**config.mk**
```make
export PLATFORM = sky130hd
export DESIGN_NAME = twc_port_cell
export DESIGN_NICKNAME = d
export VERILOG_FILES = /design/src/hdl/twc_pkg.sv /design/src/hdl/twc_port_cell.sv
export SDC_FILE = /design/constraint.sdc
export NUM_CORES = 1
export LEC_CHECK = 0
export BUFFER_PORTS_ARGS = -buffer_cell sky130_fd_sc_hd__buf_2
export CORE_AREA = 3 3 118 120
export DETAILED_ROUTE_END_ITERATION = 7
export DIE_AREA = 0 0 121 123
export GPL_ROUTABILITY_DRIVEN = 0
export HOLD_SLACK_MARGIN = 0.08
export SLEW_MARGIN = 20
export SYNTH_ARGS = -nofsm -noshare
export SYNTH_HDL_FRONTEND = slang
export SYNTH_SLANG_ARGS = --single-unit
```
**constraint.sdc**
```tcl
create_clock -name clock -period 3.2 [get_ports clock]
set_input_delay 0.64 -clock clock [delete_from_list [all_inputs] [get_ports clock]]
set_output_delay 0.64 -clock clock [all_outputs]
set_load 0.05 [all_outputs]
```
**src/hdl/twc_pkg.sv**
```systemverilog
package twc_pkg;

   // Command codes carried on the request channel.
   localparam logic [1:0] CMD_BYTE = 2'd0;
   localparam logic [1:0] CMD_V4   = 2'd1;
   localparam logic [1:0] CMD_V6   = 2'd2;
   localparam logic [1:0] CMD_PORT = 2'd3;

   // Parser phases.
   localparam logic [2:0] PH_ETH  = 3'd0;
   localparam logic [2:0] PH_V4   = 3'd1;
   localparam logic [2:0] PH_V6   = 3'd2;
   localparam logic [2:0] PH_TCP  = 3'd3;
   localparam logic [2:0] PH_PASS = 3'd4;

   localparam logic [15:0] KIND_V4   = 16'h0800;
   localparam logic [15:0] KIND_V6   = 16'h86DD;
   localparam logic [7:0]  PROTO_TCP = 8'd6;
   localparam logic [15:0] PORT_HTTP  = 16'd80;
   localparam logic [15:0] PORT_HTTPS = 16'd443;
   localparam logic [6:0]  MIN_HDR   = 7'd20;
   localparam logic [3:0]  MIN_DOFF  = 4'd5;
   localparam logic [5:0]  V6_HDR    = 6'd40;
   localparam logic [4:0]  ETH_HDR   = 5'd14;

   // Register indexes.
   localparam logic [0:0] REG_PORT_COUNT = 1'd0;

   typedef struct packed {
      logic [1:0]  command;
      logic [7:0]  byte_value;
      logic        frame_end;
      logic [15:0] frame_length;
      logic [5:0]  entry_index;
      logic [63:0] address_high;
      logic [63:0] address_low;
      logic [7:0]  block_value;
      logic [15:0] port_value;
   } req_type;

   typedef struct packed {
      logic [7:0] out_byte;
      logic       out_end;
      logic       clamped;
   } rsp_type;

   // Table write broadcast to every cell.
   typedef struct packed {
      logic        wr_v4;
      logic        wr_v6;
      logic        wr_port;
      logic [5:0]  index;
      logic        valid;
      logic [63:0] addr_hi;
      logic [63:0] addr_lo;
      logic [15:0] port;
   } tbl_wr_type;

   // Lookup key presented to every cell.
   typedef struct packed {
      logic        is_v4;
      logic [63:0] addr_hi;
      logic [63:0] addr_lo;
      logic [15:0] port;
   } key_type;

endpackage

```
**src/hdl/twc_port_cell.sv**
```systemverilog
// One protected-port slot; it matches only while its slot number is in use.
// The compare sees the slot as it stands after a write in the same cycle.
module twc_port_cell #(
   parameter int SLOT = 0
) (
   input  logic               clock,
   input  logic               reset,
   input  twc_pkg::tbl_wr_type wr,
   input  twc_pkg::key_type   key,
   input  logic [3:0]         port_count,
   input  logic               hit_prev,
   output logic               hit_next
);

   logic [15:0] port_ff;
   logic [15:0] port_in;

   assign port_in = (wr.wr_port && wr.index == 6'(SLOT)) ? wr.port : port_ff;

   always_ff @(posedge clock) begin
      if (reset) port_ff <= 16'd0;
      else port_ff <= port_in;
   end

   assign hit_next = hit_prev | ((7'(SLOT) < {3'b000, port_count}) && port_in == key.port);

endmodule

```
---- Word-level counts from Yosys, hierarchy flattened ----
Index checks and enable logic that the tools add are counted.
storage, ports and cells
  flip-flop bits (word level) ............. 16
  bits in latches ......................... 0
  memory bits (writable) .................. 0
  ROM bits ................................ 0
  input bits .............................. 306
  output and inout port bits .............. 1
  word-level logic and storage cells ...... 8
  memories kept ........................... 0
operators by class
  add/subtract/negate cells ............... 0
  $mul .................................... 0
  div/mod/pow operators ................... 0
  order comparisons ....................... 1
  equality and inequality tests ........... 1
  shift operators ......................... 0
  muxes and demuxes ....................... 1
  bitwise gates (word level) .............. 1
  reduce and logical (&&, ||, !) cells .... 3
operators by type and width
  operator                                           number
  == test 16 bit                                     1
  2-to-1 mux 16 bit                                  1
  logical NOT 6 bit                                  1
  < comparator 1 x 4 -> 1 bit, first input constant  1
  logical AND 1 bit                                  2
  OR 1 bit                                           1

---- Depth between registers and ports, before layout ----
  depth in word-level cells ............... 6
  depth in mapped cells ................... 7
  gate-level depth less buffers ........... 6

---- Least setup slack after synthesis ----
OpenSTA, ideal clock, no wires.
  path kind ............................... input port to output port
  from .................................... input wr[147] (netlist bit)
  to ...................................... output hit_next
  arrival time ............................ 3.026 ns
  required time ........................... 2.560 ns
  setup slack ............................. -0.466 ns
  stages on the path ...................... 6
  path buffers ............................ 0
  cell sequence ........................... or4b_4 -> nor4_4 -> mux2i_1 -> xor2_1 -> o2111ai_1 -> o41ai_2
on the way
  word-level cells in the longest chain between the ends .. 6
ends and longest elaborated chain
  what               RTL line             source
  start, declared    twc_port_cell.sv:8   input twc_pkg::tbl_wr_type wr,
  logical NOT 6 bit  twc_port_cell.sv:18  assign port_in = (wr.wr_port && wr.index == 6'(SLOT)) ? wr.port : port_ff;
  logical AND 1 bit  twc_port_cell.sv:18
  2-to-1 mux 16 bit  twc_port_cell.sv:18
  == test 16 bit     twc_port_cell.sv:25  assign hit_next = hit_prev | ((7'(SLOT) < {3'b000, port_count}) && port_in == key.port);
  logical AND 1 bit  twc_port_cell.sv:25
  OR 1 bit           twc_port_cell.sv:25
  end, declared      twc_port_cell.sv:12  output logic hit_next
No other way between the ends.

---- Final worst setup path ----
Ends and elaborated chain as after synthesis.

==> summary by stage <==
Clock network
The tree is rooted in a clkbuf_16. TritonCTS built the clock tree. The count of hold-fix buffers inserted at cts is 0. The clock latency of the later-clocked register in the worst-skew pair is between 200 and 300 ps.

TritonCTS created 3 clock buffers. The number of clock sinks seen by CTS is 16. The buffer levels on the longest clock path is 2. CTS built an H-tree with a depth of 1.

Clock-pin slew was measured on the worst setup and hold paths at roughly 50 ps.

Timing
The number of failing hold endpoints at the final stage is 0. Measured against its own limit, the worst slew margin works out to 0.639. Setup slack on the critical path of the routed design comes to -203 ps. At the pin with the least slew margin, the transition time is roughly 540 ps. The final number of max-transition violations was 0. For this run, the top clock speed supported by timing is roughly 290 MHz.

The clock skew is 0 ps. The final cycle utilization of the critical path is 1.06. The setup-violating endpoint count in the final report is 1. Setup repair after global routing could not meet its margin everywhere. The post-layout minimum cycle time is between 3000 and 4000 ps.

Worst setup path
The logic depth of the worst register-to-register path is 3. The critical path in this run is classified as input pin to output pin. Walking the worst path, the cells encountered are buf_2, or4b_4, nor4_4, buf_6, buf_12, nand4_4, nor2_1, nor3_1, o41ai_4, buf_6.

The worst reg-to-reg setup slack is roughly 2400 ps. On the worst path, the slowest cell contributes a delay of approximately 540 ps. The cell at the slowest stage of the critical path is or4b_4. In this run the worst path has a maximum fanout of 12. Among the stages of the critical path, the cell type that occurs most often is buf_6.

The element type at the critical path start is an input pin. At the worst endpoint, the arrival time is between 2000 and 3000 ps. The critical path depth in cells is 10. In this run the critical register-to-register path is captured at port_ff[6]$_SDFF_PP0_. The critical path starts at wr[147]. The number of buffers and inverters on the critical path is 4. Among cell families on the critical path, the largest total delay comes from simple AND/OR/NAND/NOR gates. For the worst setup path, the data required time is between 2000 and 3000 ps.

The critical path endpoint is hit_next. STA classifies the critical path endpoint as an output pin. The startpoint of the worst-slack reg-to-reg timing path is port_ff[6]$_SDFF_PP0_.

Cells and area
The number of fill cells is ~1500. The repair_antennas step left the layout with diodes totalling 0. Registers take approximately 320 sq um.

The fraction of final layout cells sized beyond drive strength 1 is 0.411. The area used by multi-input combinational logic is between 600 and 700 sq um. The largest registers in the layout are port_ff x16. The register with the most flip-flops in the layout has 16 of them.

The register with the highest flop count is port_ff. The net total in the final layout is ~500. The area growth from synthesis to layout is 67.4%.

Power
Of the total power, registers draw 0.353. Dividing total power by cell area gives a power density of ~340 nW/um^2. In this run the static leakage power is 0.644 nW. The combinational share of power is 0.163.

The analysis attributes to net switching a power of ~0.13 mW. The share of total power in the clock network is 0.484. The overall power consumption is 0.570 mW. Cell internal power was estimated by the tool at roughly 0.44 mW. Of the total power, the share spent switching nets is 0.236. VDD sags by at most 0.000110 V.

Hold path
The start point of the worst hold path is port_ff[11]$_SDFF_PP0_. The min-delay analysis places its worst path in the category flop to flop.

Floorplanning
The die extent in y is around 120 microns. The initial cell density of the core is 0.0769. The number of rows in the core area is between 40 and 50. The floorplan die area is roughly 15000 sq um.

The core region is between 10000 and 15000 sq um. 307 I/O pins were placed. The x dimension of the die is roughly 120 microns.

Synth
Among all flip-flop cells after synthesis, the most frequent one is dfxtp_1. By count the netlist is led by 26 x nand2_1, 16 x dfxtp_1, 12 x a21oi_1. The synthesized instance count is around 130. Yosys instantiated no cell more often than nand2_1. Counting every net in the synthesized netlist gives approximately 430. Counting flops with an async set or reset pin after synthesis yields a share of 0. During synthesis, Yosys emitted a total of 0 warnings. Yosys mapped the design onto 33 distinct sky130hd cell types. The number of synthesized register bits is 16. The portion of synthesized cell area occupied by the leading cell type is 0.318.

The synthesized design spends more area on one cell type than any other, namely dfxtp_1. Sorting the synthesized cells by area gives the leading types as dfxtp_1 32%, nand2_1 9.7%, xor2_1 8.7%. The cell area after technology mapping is around 1000 sq um. Counting flops with a built-in enable in the synthesized netlist gives 0. The share of the Yosys chip area taken by registers is 0.318. The average instance in the mapped netlist occupies roughly 8 sq um.

Drt
After detailed routing, the number of remaining DRC violations is 0. The number of optimization iterations in the first detailed-route pass is 4. Across all layers, the routed design uses 1114 vias. The number of DRC violations after detailed-routing iteration 0 is 64.

Using the TritonRoute via totals, the vias-per-cell ratio works out to around 3.1. The detail route stage leaves a number of antenna-violating nets equal to 0. The per-cell routed wire length is roughly 11 microns. The final wirelength is roughly 4000 microns.

Global route
The pin count of the biggest net entering global routing is 17. Summed over all layers, the global routing overflow is 0. Across every metal layer, demand over resource in global routing totals 0.0565. The wire length of the first global-routing pass is between 6000 and 7000 microns. The number of global-route vias before repair is 1242. The number of antenna violations at the first check in global routing is 2.

Placed design
The detailed-placement wirelength estimate is between 3000 and 4000 microns. The placement-stage worst setup slack is -387 ps. The count of input and output buffers is 46.

Outcome
The final reports fail on setup timing. The flow ran to the end, but the final reports show violations.

Flow run
Across the run, the number of max-cap violations was 0.
[kinds of logic (layout without fill, tap and decap cells)]
logic type,after synthesis,after routing,share of synthesized area
simple gates,50,50,0.269
compound gates,26,26,0.178
flops,16,16,0.318
buf+inv,15,74,0.0634
xor+xnor,14,14,0.122
mux,5,5,0.0498
[layout by cell type, fill, tap and decap left out, types with 2 or more instances in the layout]
| cell type | instances |
|---|---|
| a21oi_1 | 12 |
| buf_2 | 45 |
| buf_4 | 12 |
| buf_6 | 2 |
| clkbuf_16 | 3 |
| clkinv_1 | 2 |
| dfxtp_1 | 16 |
| inv_1 | 7 |
| mux2i_1 | 2 |
| mux2i_2 | 2 |
| nand2_1 | 26 |
| nand3_1 | 2 |
| nor2_1 | 7 |
| nor2b_1 | 3 |
| nor4_1 | 3 |
| o22ai_1 | 5 |
| or4_1 | 2 |
| xnor2_1 | 4 |
| xor2_1 | 10 |
[through the flow]
stage	instances	setup TNS, ps	cell area, sq um	util	hold slack, ps
final	361	-203	1680	0.129	467
after CTS	361	-241	1680	0.128	466
after global routing	361	-326	1680	0.129	489
after floorplan	126	-108	1020	-	444
after global placement	355	-351	1530	0.117	452
after detailed placement	355	-387	1530	0.117	459
[cell type report]
cell class / instances / area share
Multi-Input combinational cell: 95 / 0.392
Timing Repair Buffer: 60 / 0.212
Tap cell: 176 / 0.131
Sequential cell: 16 / 0.190
Clock buffer: 4 / 0.0527
Inverter: 10 / 0.0223
[power groups by stage]
| stage | registers, mW | logic [mW] | clock network [mW] |
|---|---|---|---|
| after floorplan | 0.205 | 0.0362 | 0 |
| after global placement | 0.205 | 0.0898 | 0 |
| after detailed placement | 0.205 | 0.0906 | 0 |
| after CTS | 0.201 | 0.0945 | 0.280 |
| after global routing | 0.201 | 0.104 | 0.291 |
| final | 0.201 | 0.0930 | 0.276 |
[per-layer routing]
layer / wire length (microns) / vias up / GRT usage
met2: 1840 / 43 / 0.0955
met4: 43 / 4 / 0.0149
met1: 1790 / 506 / 0.0670
li1: - / 554 / -
met5: 14 / - / 0
met3: 336 / 7 / 0.0224
[what timing repair did]
item,4_1_cts,5_1_grt
resized for setup,10,1
pin swaps,2,0
endpoints found under the setup margin,1,1
buffers inserted,2,0
[how the worst min path moves through the flow]
stage	to	slack [ps]	cells after the start
6_report	port_ff[11]$_SDFF_PP0_	470	2
5_1_grt	port_ff[7]$_SDFF_PP0_	490	2
4_1_cts	port_ff[11]$_SDFF_PP0_	470	2
2_1_floorplan	port_ff[7]$_SDFF_PP0_	440	2
3_5_place_dp	port_ff[11]$_SDFF_PP0_	460	2
3_3_place_gp	port_ff[7]$_SDFF_PP0_	450	2
[tightest hold or removal path, cell delays in order (launching register included)]
cell and delay [ps]:
dfxtp_1 310, nand2_1 50, a21oi_1 50
Note: power is estimated with default switching activity, not from simulation.
