===== config.mk =====
export PLATFORM = sky130hd
export DESIGN_NAME = twc_block_cell
export DESIGN_NICKNAME = d
export VERILOG_FILES = /design/src/hdl/twc_pkg.sv /design/src/hdl/twc_block_cell.sv
export SDC_FILE = /design/constraint.sdc
export NUM_CORES = 1
export LEC_CHECK = 0
export BUFFER_PORTS_ARGS = -buffer_cell sky130_fd_sc_hd__buf_2
export CORE_AREA = 10 10 163 165
export DETAILED_ROUTE_END_ITERATION = 7
export DIE_AREA = 0 0 173 175
export GPL_TIMING_DRIVEN = 0
export PLACE_DENSITY = 0.62
export SYNTH_ARGS = -nofsm -noshare
export SYNTH_HDL_FRONTEND = slang
export SYNTH_SLANG_ARGS = --single-unit
export TNS_END_PERCENT = 20

===== constraint.sdc =====
create_clock -name clock -period 8.1 [get_ports clock]
set_input_delay 1.215 -clock clock [delete_from_list [all_inputs] [get_ports clock]]
set_output_delay 1.215 -clock clock [all_outputs]
set_load 0.02 [all_outputs]

===== src/hdl/twc_pkg.sv =====
package twc_pkg;

   // Command codes carried on the request channel.
   localparam logic [1:0] CMD_BYTE = 2'd0;
   localparam logic [1:0] CMD_V4   = 2'd1;
   localparam logic [1:0] CMD_V6   = 2'd2;
   localparam logic [1:0] CMD_PORT = 2'd3;

   // Parser phases.
   localparam logic [2:0] PH_ETH  = 3'd0;
   localparam logic [2:0] PH_V4   = 3'd1;
   localparam logic [2:0] PH_V6   = 3'd2;
   localparam logic [2:0] PH_TCP  = 3'd3;
   localparam logic [2:0] PH_PASS = 3'd4;

   localparam logic [15:0] KIND_V4   = 16'h0800;
   localparam logic [15:0] KIND_V6   = 16'h86DD;
   localparam logic [7:0]  PROTO_TCP = 8'd6;
   localparam logic [15:0] PORT_HTTP  = 16'd80;
   localparam logic [15:0] PORT_HTTPS = 16'd443;
   localparam logic [6:0]  MIN_HDR   = 7'd20;
   localparam logic [3:0]  MIN_DOFF  = 4'd5;
   localparam logic [5:0]  V6_HDR    = 6'd40;
   localparam logic [4:0]  ETH_HDR   = 5'd14;

   // Register indexes.
   localparam logic [0:0] REG_PORT_COUNT = 1'd0;

   typedef struct packed {
      logic [1:0]  command;
      logic [7:0]  byte_value;
      logic        frame_end;
      logic [15:0] frame_length;
      logic [5:0]  entry_index;
      logic [63:0] address_high;
      logic [63:0] address_low;
      logic [7:0]  block_value;
      logic [15:0] port_value;
   } req_type;

   typedef struct packed {
      logic [7:0] out_byte;
      logic       out_end;
      logic       clamped;
   } rsp_type;

   // Table write broadcast to every cell.
   typedef struct packed {
      logic        wr_v4;
      logic        wr_v6;
      logic        wr_port;
      logic [5:0]  index;
      logic        valid;
      logic [63:0] addr_hi;
      logic [63:0] addr_lo;
      logic [15:0] port;
   } tbl_wr_type;

   // Lookup key presented to every cell.
   typedef struct packed {
      logic        is_v4;
      logic [63:0] addr_hi;
      logic [63:0] addr_lo;
      logic [15:0] port;
   } key_type;

endpackage


===== src/hdl/twc_block_cell.sv =====
// One blocklist slot: an IPv4 entry and an IPv6 entry, compared against the key.
// The match flag ripples as an OR chain and is registered at the end of the chain.
// The compare sees the entry as it stands after a write in the same cycle.
module twc_block_cell #(
   parameter int SLOT = 0,
   parameter int IW   = 6
) (
   input  logic               clock,
   input  logic               reset,
   input  twc_pkg::tbl_wr_type wr,
   input  twc_pkg::key_type   key,
   input  logic               hit_prev,
   output logic               hit_next
);

   logic        v4_val_ff;
   logic [31:0] v4_addr_ff;
   logic        v6_val_ff;
   logic [63:0] v6_hi_ff;
   logic [63:0] v6_lo_ff;
   logic        v4_val_in;
   logic [31:0] v4_addr_in;
   logic        v6_val_in;
   logic [63:0] v6_hi_in;
   logic [63:0] v6_lo_in;
   logic        sel;

   assign sel = (wr.index == IW'(SLOT));

   // Next entry contents, taking a write in this cycle into account.
   assign v4_val_in  = (wr.wr_v4 && sel) ? wr.valid : v4_val_ff;
   assign v4_addr_in = (wr.wr_v4 && sel) ? wr.addr_lo[31:0] : v4_addr_ff;
   assign v6_val_in  = (wr.wr_v6 && sel) ? wr.valid : v6_val_ff;
   assign v6_hi_in   = (wr.wr_v6 && sel) ? wr.addr_hi : v6_hi_ff;
   assign v6_lo_in   = (wr.wr_v6 && sel) ? wr.addr_lo : v6_lo_ff;

   // Entry storage.
   always_ff @(posedge clock) begin
      if (reset) begin
         v4_val_ff <= 1'b0;
         v6_val_ff <= 1'b0;
      end else begin
         v4_val_ff <= v4_val_in;
         v6_val_ff <= v6_val_in;
      end
      v4_addr_ff <= v4_addr_in;
      v6_hi_ff   <= v6_hi_in;
      v6_lo_ff   <= v6_lo_in;
   end

   // Compare and merge with the neighbor's result.
   always_comb begin
      if (key.is_v4) hit_next = hit_prev | (v4_val_in && v4_addr_in == key.addr_lo[31:0]);
      else hit_next = hit_prev | (v6_val_in && v6_hi_in == key.addr_hi
                                  && v6_lo_in == key.addr_lo);
   end

endmodule


; ---- Word-level counts from Yosys, hierarchy flattened
; Cells that the tools add are included.
[totals]
wordCells = 22
input_bits = 302
regBits = 162
[classes]
mux = 6
n_reduce_logical = 6
n_eq_ne = 3
bitwise_logic = 2
[ops]
columns = cell, n
row1 = == test 64 bit, 2
row2 = two-way mux 64 bit, 2
row3 = == test 32 bit, 1
row4 = two-way mux 32 bit, 1
row5 = zero test 6 bit, 1
row6 = logical AND 1 bit, 5
row7 = two-way mux 1 bit, 3
row8 = OR 1 bit, 2

; ---- Depth between registers and ports, before layout
; Gate-level depths: netlist of run 1.
[logic_depth]
ltp_word = 8
ltp_mapped = 13
mapped_depth_nobuf = 8

; ---- Least setup slack after synthesis of run 1
; No wires, ideal clock.
[synth_timing]
path_kind = input-to-output
start = in wr[146] (netlist name)
end = out hit_next
n_path_buf = 1
arrival_ps = 3749
t_required_ps = 6885
slack_ps = 3136
cell_stages = 9
cell_sequence = nor4_4 and3_2 buf_6 mux2_2 a22o_1 a2111oi_2 nand4_1 or4_1 o31ai_2
[synth_via]
elab_cells_between_ends = 17
classes_between = eq/ne: 3 / mux: 6 / bitwise: 2 / reduce/logical: 6
[synth_rtl]
columns = item, line
row1 = from (decl), twc_block_cell.sv:10  ; input twc_pkg::tbl_wr_type wr,
row2 = zero test 6 bit, twc_block_cell.sv:28  ; assign sel = (wr.index == IW'(SLOT));
row3 = logical AND 1 bit, twc_block_cell.sv:35  ; assign v6_lo_in = (wr.wr_v6 && sel) ? wr.addr_lo : v6_lo_ff;
row4 = two-way mux 64 bit, twc_block_cell.sv:35
row5 = named net v6_lo_in[20], twc_block_cell.sv:25  ; logic [63:0] v6_lo_in;
row6 = == test 64 bit, twc_block_cell.sv:55  ; && v6_lo_in == key.addr_lo);
row7 = logical AND 1 bit, twc_block_cell.sv:55
row8 = OR 1 bit, twc_block_cell.sv:54  ; else hit_next = hit_prev | (v6_val_in && v6_hi_in == key.addr_hi
row9 = two-way mux 1 bit, twc_block_cell.sv:53  ; if (key.is_v4) hit_next = hit_prev | (v4_val_in && v4_addr_in == key.addr_lo[31:0]);
row10 = to (decl), twc_block_cell.sv:13  ; output logic hit_next
; The timed path passes the listed nets, and every way through them passes these cells.

; ---- Worst setup path in the final report of run 1
[layout_timing]
start = in wr[146] (netlist name)
end = out hit_next
[layout_via]
elab_cells_between_ends = 17
classes_between = eq/ne: 3 / mux: 6 / bitwise: 2 / reduce/logical: 6
[layout_rtl]
columns = item, line
row1 = zero test 6 bit, twc_block_cell.sv:28
row2 = logical AND 1 bit, twc_block_cell.sv:32  ; assign v4_addr_in = (wr.wr_v4 && sel) ? wr.addr_lo[31:0] : v4_addr_ff;
row3 = two-way mux 32 bit, twc_block_cell.sv:32
row4 = named net v4_addr_in[7], twc_block_cell.sv:22  ; logic [31:0] v4_addr_in;
row5 = == test 32 bit, twc_block_cell.sv:53
row6 = logical AND 1 bit, twc_block_cell.sv:53
row7 = OR 1 bit, twc_block_cell.sv:53
row8 = two-way mux 1 bit, twc_block_cell.sv:53
; The timed path passes the listed nets, and every way through them passes these cells.

==> results of run 1 <==
==> worst register-to-register path, cell delays in order (launching register included) <==
cell	delay (ps)
dfxtp_1	300
mux2i_1	340
inv_1	80
==> per-stage QoR <==
stage	utilization (%)	instances	cell area, um^2	hold WS (ps)
after CTS	44.6	1506	10400	455
after floorplan	-	888	8040	427
after global placement	42.1	1476	9780	441
after detailed placement	42.1	1476	9780	445
final	44.7	1518	10400	452
after global routing	44.7	1516	10400	479
==> state kept, by name, summed over array words and instances, names as in the netlist <==
signal      cells
v4_addr_ff     32
v6_lo_ff       64
v4_val_ff       1
v6_hi_ff       64
v6_val_ff       1
==> power by group <==
group          total, mW  switching [mW]  internal, mW
logic              0.447           0.242         0.205
registers          0.956          0.0429         0.913
clock network      0.843           0.329         0.514
==> cell type report <==
class | instances | area, um^2 | area share, %
Antenna cell | 12 | 30.0 | 0.289
Multi-Input combinational cell | 590 | 4220 | 40.5
Inverter | 108 | 405 | 3.90
Clock buffer | 25 | 495 | 4.76
Tap cell | 319 | 399 | 3.84
Sequential cell | 162 | 3240 | 31.2
Buffer | 28 | 171 | 1.65
Clock inverter | 5 | 100 | 0.962
Timing Repair Buffer | 269 | 1350 | 12.9
==> logic make-up after synthesis <==
logic type      Yosys count  synth area share, %
mux                     103                 13.9
flops                   162                 40.4
buf+inv                 136                 7.18
xor+xnor                 97                 10.6
compound gates          164                 14.9
simple gates            226                 13.0
==> per-layer routing <==
metal	vias to the layer above	track usage, %	wire length [um]
li1	3695	-	-
met1	3691	26.3	14400
met2	360	36.0	16100
met3	84	7.11	3090
met4	14	10.3	1170
met5	-	0	94
==> how the worst max path moves through the flow <==
stage / slack [ps] / endpoint / startpoint / depth (start not counted)
5_1_grt: 1500 / hit_next / wr[146] / 12
3_3_place_gp: 1780 / hit_next / wr[146] / 12
2_1_floorplan: 3140 / hit_next / wr[146] / 9
6_report: 1560 / hit_next / wr[146] / 12
3_5_place_dp: 1760 / hit_next / wr[146] / 12
4_1_cts: 1720 / hit_next / wr[146] / 12
==> placed cells by master, fill, tap and decap left out, types with 13 or more instances in the layout <==
master / synthesis / final
clkbuf_1: 15 / 19
o21ai_0: 38 / 38
mux2i_1: 34 / 34
inv_1: 108 / 108
xor2_1: 40 / 40
buf_2: 5 / 274
nand3_1: 13 / 13
o22ai_1: 22 / 22
xnor2_1: 57 / 57
mux2_2: 69 / 69
clkbuf_16: 0 / 17
dfxtp_1: 162 / 162
nand2_1: 138 / 138
nand4_1: 20 / 20
==> results.ini, run 1 <==
[clocking]
htreeDepth=4
clkLatencyLatePin_ps=430
cts.sinks=162
clockBufferDepth=2
cts_tree=yes
post_cts_buffers=0
cts_buffers=17
cts_hold_buf=0
cts-root-buf=clkbuf_16
path_clk_slew_ps=60
cts_resized=0

[synthesis]
synth_flop_cell=dfxtp_1
synth_cells=888
synth.area.top_cells=dfxtp_1, mux2_2, nand2_1, xnor2_1, inv_1
synth_cell_types=57
ys_seq_elements=162
synth_common_cells=dfxtp_1, nand2_1, inv_1
synth_edf_count=0
synth_area_mm2=0.00804
synthArstFlopShare_pct=0
synth_fp_nets=1190
ys_warn_count=0
syn-mean-instance-area_um2=9.05
synth_area_leader_cell=dfxtp_1
synth_top_area_share_pct=40.4
synth.most_common_cell=dfxtp_1
synth_seq_area_share_pct=40.4

[global_routing]
grt_pass1_vias=8173
grt_pass1_wl_um=50100
grt_overflow=0
grt_usage_pct=22.2
grt_max_degree=17
antenna_found_initial=20

[route]
detail-route-antenna-nets=0
wl_um=34900
num_vias=7844
remaining_drc_errors=0
wire_per_inst_um=23.0
drt-initial-drc-count=647
vias_per_cell=5.17
firstDrtPassIters=7

[flow_run]
maxCapViolCount=0

[worst_setup_path]
path_delay_family=simple AND/OR/NAND/NOR gates
r2r_slack_ps=7270
reg2reg_from=v6_lo_ff[22]
max_stage_delay_ps=620
worst-r2r-cell-count=2
crit_required_ps=6880
worst_r2r_endpoint=v6_lo_ff[22]
path_cells=buf_2 > nor4_4 > clkbuf_1 > nand3_1 > clkbuf_1 > mux2_2 > xnor2_1 > nand4_1 > nor4_1 > a41oi_1 > o31ai_2 > buf_2
crit_buf_inv=4
crit_type=input pin to output pin
worst-path-max-fanout=10
arrival_ps=5330
crit_slowest_cell=nor4_1
critPathCaptureType=output pin
start_kind=input pin

[placed_design]
hpwlAfterDp_um=28600
dp_slack_ps=1760
gp_congestion=0.958
port_buffers=269

[floorplanning]
fp.dieArea_mm2=0.0303
core-area_mm2=0.0233
die_h_um=175
start_util_pct=34.5
fp.dieW_um=173
rows=56
design.portCount=303

[min_path]
min_to=v6_lo_ff[8]
hold_path_class=flip-flop to flip-flop
hold_depth=2
min_from=v6_lo_ff[8]

[sta]
finalHoldViolCount=0
layout_min_cycle_time_ps=6540
slew_headroom_pct=38.4
setup_tns_ps=0
max_freq_mhz=153
rsz0062_at_grt=false
setup_viol=0
worst_pin_slew_ps=920
post-route-period-util_pct=80.8
fin_skew_ps=0
slew_violations=0
fin_ws_ps=1560

[layout]
drive_gt1_share_pct=32.6
fill_cells=2404
area_delta_synth_final_pct=29.5
nets=1478

[status]
outcome=finished, final reports clean

[power_and_ir_drop]
ir_drop_uv=141
p_leak_nw=4.95
p_per_area_mw_per_mm2=216
power.total_mw=2.25

Note: power is estimated with default switching activity, not from simulation.
==> run 2, diff against run 1 <==
ABC_AREA = 1   (was unset)
CORE_AREA = 10 10 169 171   (was 10 10 163 165)
DIE_AREA = 0 0 179 181   (was 0 0 173 175)
PLACE_DENSITY = 0.63   (was 0.62)
clock period = 5.79 ns   (was 8.1 ns; I/O delays follow)
==> results.ini, run 2 <==
[status]
outcome=finished, final reports clean  ; unchanged

[floorplanning]
die_h_um=181  ; was 175 um
rows=58  ; was 56
core-area_mm2=0.0250  ; was 0.0233 mm^2
design.portCount=303  ; unchanged
start_util_pct=34.6  ; was 34.5%
fp.dieArea_mm2=0.0324  ; was 0.0303 mm^2
fp.dieW_um=179  ; was 173 um

[global_routing]
grt_max_degree=17  ; unchanged
grt_pass1_wl_um=52200  ; was 50100 um
antenna_found_initial=7  ; was 20
grt_pass1_vias=9222  ; was 8173
grt_overflow=0  ; unchanged
grt_usage_pct=21.4  ; was 22.2%

[clocking]
post_cts_buffers=0  ; unchanged
clockBufferDepth=2  ; unchanged
cts_tree=yes  ; unchanged
clkLatencyLatePin_ps=420  ; was 430 ps
path_clk_slew_ps=60  ; about the same
cts_buffers=17  ; unchanged
cts_hold_buf=0  ; unchanged
cts-root-buf=clkbuf_16  ; unchanged
cts.sinks=162  ; unchanged
htreeDepth=4  ; unchanged
cts_resized=0  ; unchanged

[sta]
setup_viol=0  ; unchanged
worst_pin_slew_ps=893  ; was 920 ps
layout_min_cycle_time_ps=4250
fin_skew_ps=0  ; unchanged
slew_headroom_pct=40.5  ; was 38.4%
fin_hold_ws_ps=464  ; was 452 ps
slew_violations=0  ; unchanged
rsz0062_at_grt=false  ; unchanged
max_freq_mhz=235
post-route-period-util_pct=73.4
setup_tns_ps=0  ; unchanged
finalHoldViolCount=0  ; unchanged

[synthesis]
synth.area.top_cells=dfxtp_1, nand2_1, inv_1, nand3_1, nor2_1  ; was dfxtp_1, mux2_2, nand2_1, xnor2_1, inv_1
synth_compound_gate_area_share_pct=6.88  ; was 14.9%
synth_common_cells=nand2_1, inv_1, dfxtp_1  ; was dfxtp_1, nand2_1, inv_1
syn-mean-instance-area_um2=6.15  ; was 9.05 um^2
yosys.area_share.simple_pct=40.6  ; was 13.0%
synth_top_area_share_pct=37.4  ; was 40.4%
synthMuxAreaShare_pct=0  ; was 13.9%
synth_flop_cell=dfxtp_1  ; unchanged
synth_fp_nets=1711  ; was 1190
synth_xor_xnor_area_share_pct=2.83  ; was 10.6%
ys_warn_count=0  ; unchanged
synth.most_common_cell=nand2_1  ; was dfxtp_1
synth_fa_ha_area_share_pct=0  ; unchanged
ys_seq_elements=162  ; unchanged
synth_area_leader_cell=dfxtp_1  ; unchanged
synth_seq_area_share_pct=37.4  ; was 40.4%
synth_edf_count=0  ; unchanged
synth_cells=1409  ; was 888
synth_area_mm2=0.00867  ; was 0.00804 mm^2
synth_top_family_by_area=simple AND/OR/NAND/NOR gates  ; was compound AO/OA/AOI/OAI gates
synth_cell_types=24  ; was 57
synthArstFlopShare_pct=0  ; unchanged

[worst_setup_path]
worst_r2r_endpoint=v6_val_ff  ; was v6_lo_ff[22]
worstSetupEndpoint=hit_next  ; unchanged
start_kind=input pin  ; unchanged
r2r_slack_ps=5050  ; was 7270 ps
crit_required_ps=4920  ; was 6880 ps
max_stage_delay_ps=340  ; was 620 ps
path_cells=buf_2 > nor2_2 > nand2_1 > nor2_1 > nand2_1 > clkbuf_1 > o21ai_1 > nand2_1 > nand2_1 > nor2_1 > nand2_1 > nor2_1 > nand3_1 > nor2_1 > nor2_1 > nand2_1 > buf_2  ; was buf_2 > nor4_4 > clkbuf_1 > nand3_1 > clkbuf_1 > mux2_2 > xnor2_1 > nand4_1 > nor4_1 > a41oi_1 > o31ai_2 > buf_2
arrival_ps=3380  ; was 5330 ps
cp_common_cell=nand2_1
worst-path-max-fanout=10  ; unchanged
worst-r2r-cell-count=4  ; was 2
reg2reg_from=v6_val_ff  ; was v6_lo_ff[22]
crit_slowest_cell=clkbuf_1  ; was nor4_1
critPathCaptureType=output pin  ; unchanged
crit_start=wr[148]  ; was wr[146]
crit_type=input pin to output pin  ; unchanged

[layout]
area_delta_synth_final_pct=27.4  ; was 29.5%
drive_gt1_share_pct=20.0  ; was 32.6%
reg.largest.list=v6_hi_ff x64, v6_lo_ff x64, v4_addr_ff x32  ; unchanged
nets=1998  ; was 1478
final_common_cell=nand2_1  ; was buf_2
final_cell_mix=nand2_1, buf_2, inv_1  ; was buf_2, dfxtp_1, nand2_1

[placed_design]
gp_congestion=0.861  ; was 0.958
hpwlAfterDp_um=27300  ; was 28600 um
port_buffers=268  ; was 269

[route]
drt-initial-drc-count=549  ; was 647
detail-route-antenna-nets=0  ; unchanged
remaining_drc_errors=0  ; unchanged
wl_um=35200  ; was 34900 um
wire_per_inst_um=17.2  ; was 23.0 um
vias_per_cell=4.61  ; was 5.17
firstDrtPassIters=5  ; was 7
num_vias=9407  ; was 7844

[flow_run]
maxCapViolCount=0  ; unchanged

[min_path]
hold_path_class=flip-flop to flip-flop  ; unchanged

[power_and_ir_drop]
ir_drop_uv=134  ; was 141 uV
p_leak_nw=6.21  ; was 4.95 nW
p_per_area_mw_per_mm2=283  ; was 216 mW/mm^2

[run 2: worst max-delay path, delay by kind of cell]
| family | cells | cell delay [ps] |
|---|---|---|
| buffers and inverters | 3 | 640 |
| and+or+nand+nor | 13 | 1520 |
| AOI/OAI and AO/OA | 1 | 340 |
[run 2: how the worst min path moves through the flow]
| stage | startpoint | to | slack (ps) | depth (start not counted) |
|---|---|---|---|---|
| 2_1_floorplan | v4_addr_ff[13] | v4_addr_ff[13] | 430 | 2 |
| 3_3_place_gp | v6_lo_ff[26] | v6_lo_ff[26] | 440 | 2 |
| 3_5_place_dp | v6_lo_ff[61] | v6_lo_ff[61] | 450 | 2 |
| 4_1_cts | v6_hi_ff[41] | v6_hi_ff[41] | 470 | 2 |
| 5_1_grt | v6_hi_ff[34] | v6_hi_ff[34] | 480 | 2 |
| 6_report | v4_addr_ff[6] | v4_addr_ff[6] | 460 | 2 |
[run 2: metrics by stage]
stage / util (%) / setup WS, ps / instances / area (um^2) / total power, mW
2_1_floorplan: - / 2540 / 1409 / 8670 / 1.72
3_3_place_gp: 41.6 / 1440 / 2007 / 10400 / 1.92
3_5_place_dp: 41.6 / 1450 / 2007 / 10400 / 1.93
4_1_cts: 44.1 / 1430 / 2038 / 11000 / 3.14
5_1_grt: 44.1 / 1160 / 2039 / 11000 / 3.29
6_report: 44.1 / 1540 / 2042 / 11000 / 3.12
[run 2: cells by family after synthesis]
| family | count (synthesis) |
|---|---|
| flip-flops | 162 |
| XOR/XNOR | 28 |
| AND/OR/NAND/NOR | 852 |
| buffers and inverters | 261 |
| AO/OA/AOI/OAI | 106 |
[run 2: final cells by class]
class / count / area (um^2)
Antenna cell: 4 / 10.0
Buffer: 46 / 258
Clock buffer: 20 / 457
Clock inverter: 11 / 151
Fill cell: 2708 / 14000
Inverter: 215 / 807
Multi-Input combinational cell: 986 / 4360
Sequential cell: 162 / 3240
Tap cell: 330 / 413
Timing Repair Buffer: 268 / 1340
[run 2: power breakdown]
group	internal (mW)	leakage [nW]	switching, mW
sequential	1.27	1.34	0.0366
combinational	0.249	4.58	0.362
clock	0.704	0.286	0.504
total	2.22	6.21	0.903
[run 2: per-layer routing]
| metal | up-vias | wire [um] | track usage [%] |
|---|---|---|---|
| met5 | - | 27 | 0 |
| met1 | 4193 | 14900 | 26.0 |
| li1 | 4901 | - | - |
| met3 | 33 | 2630 | 5.82 |
| met2 | 274 | 17100 | 36.3 |
| met4 | 6 | 461 | 5.03 |
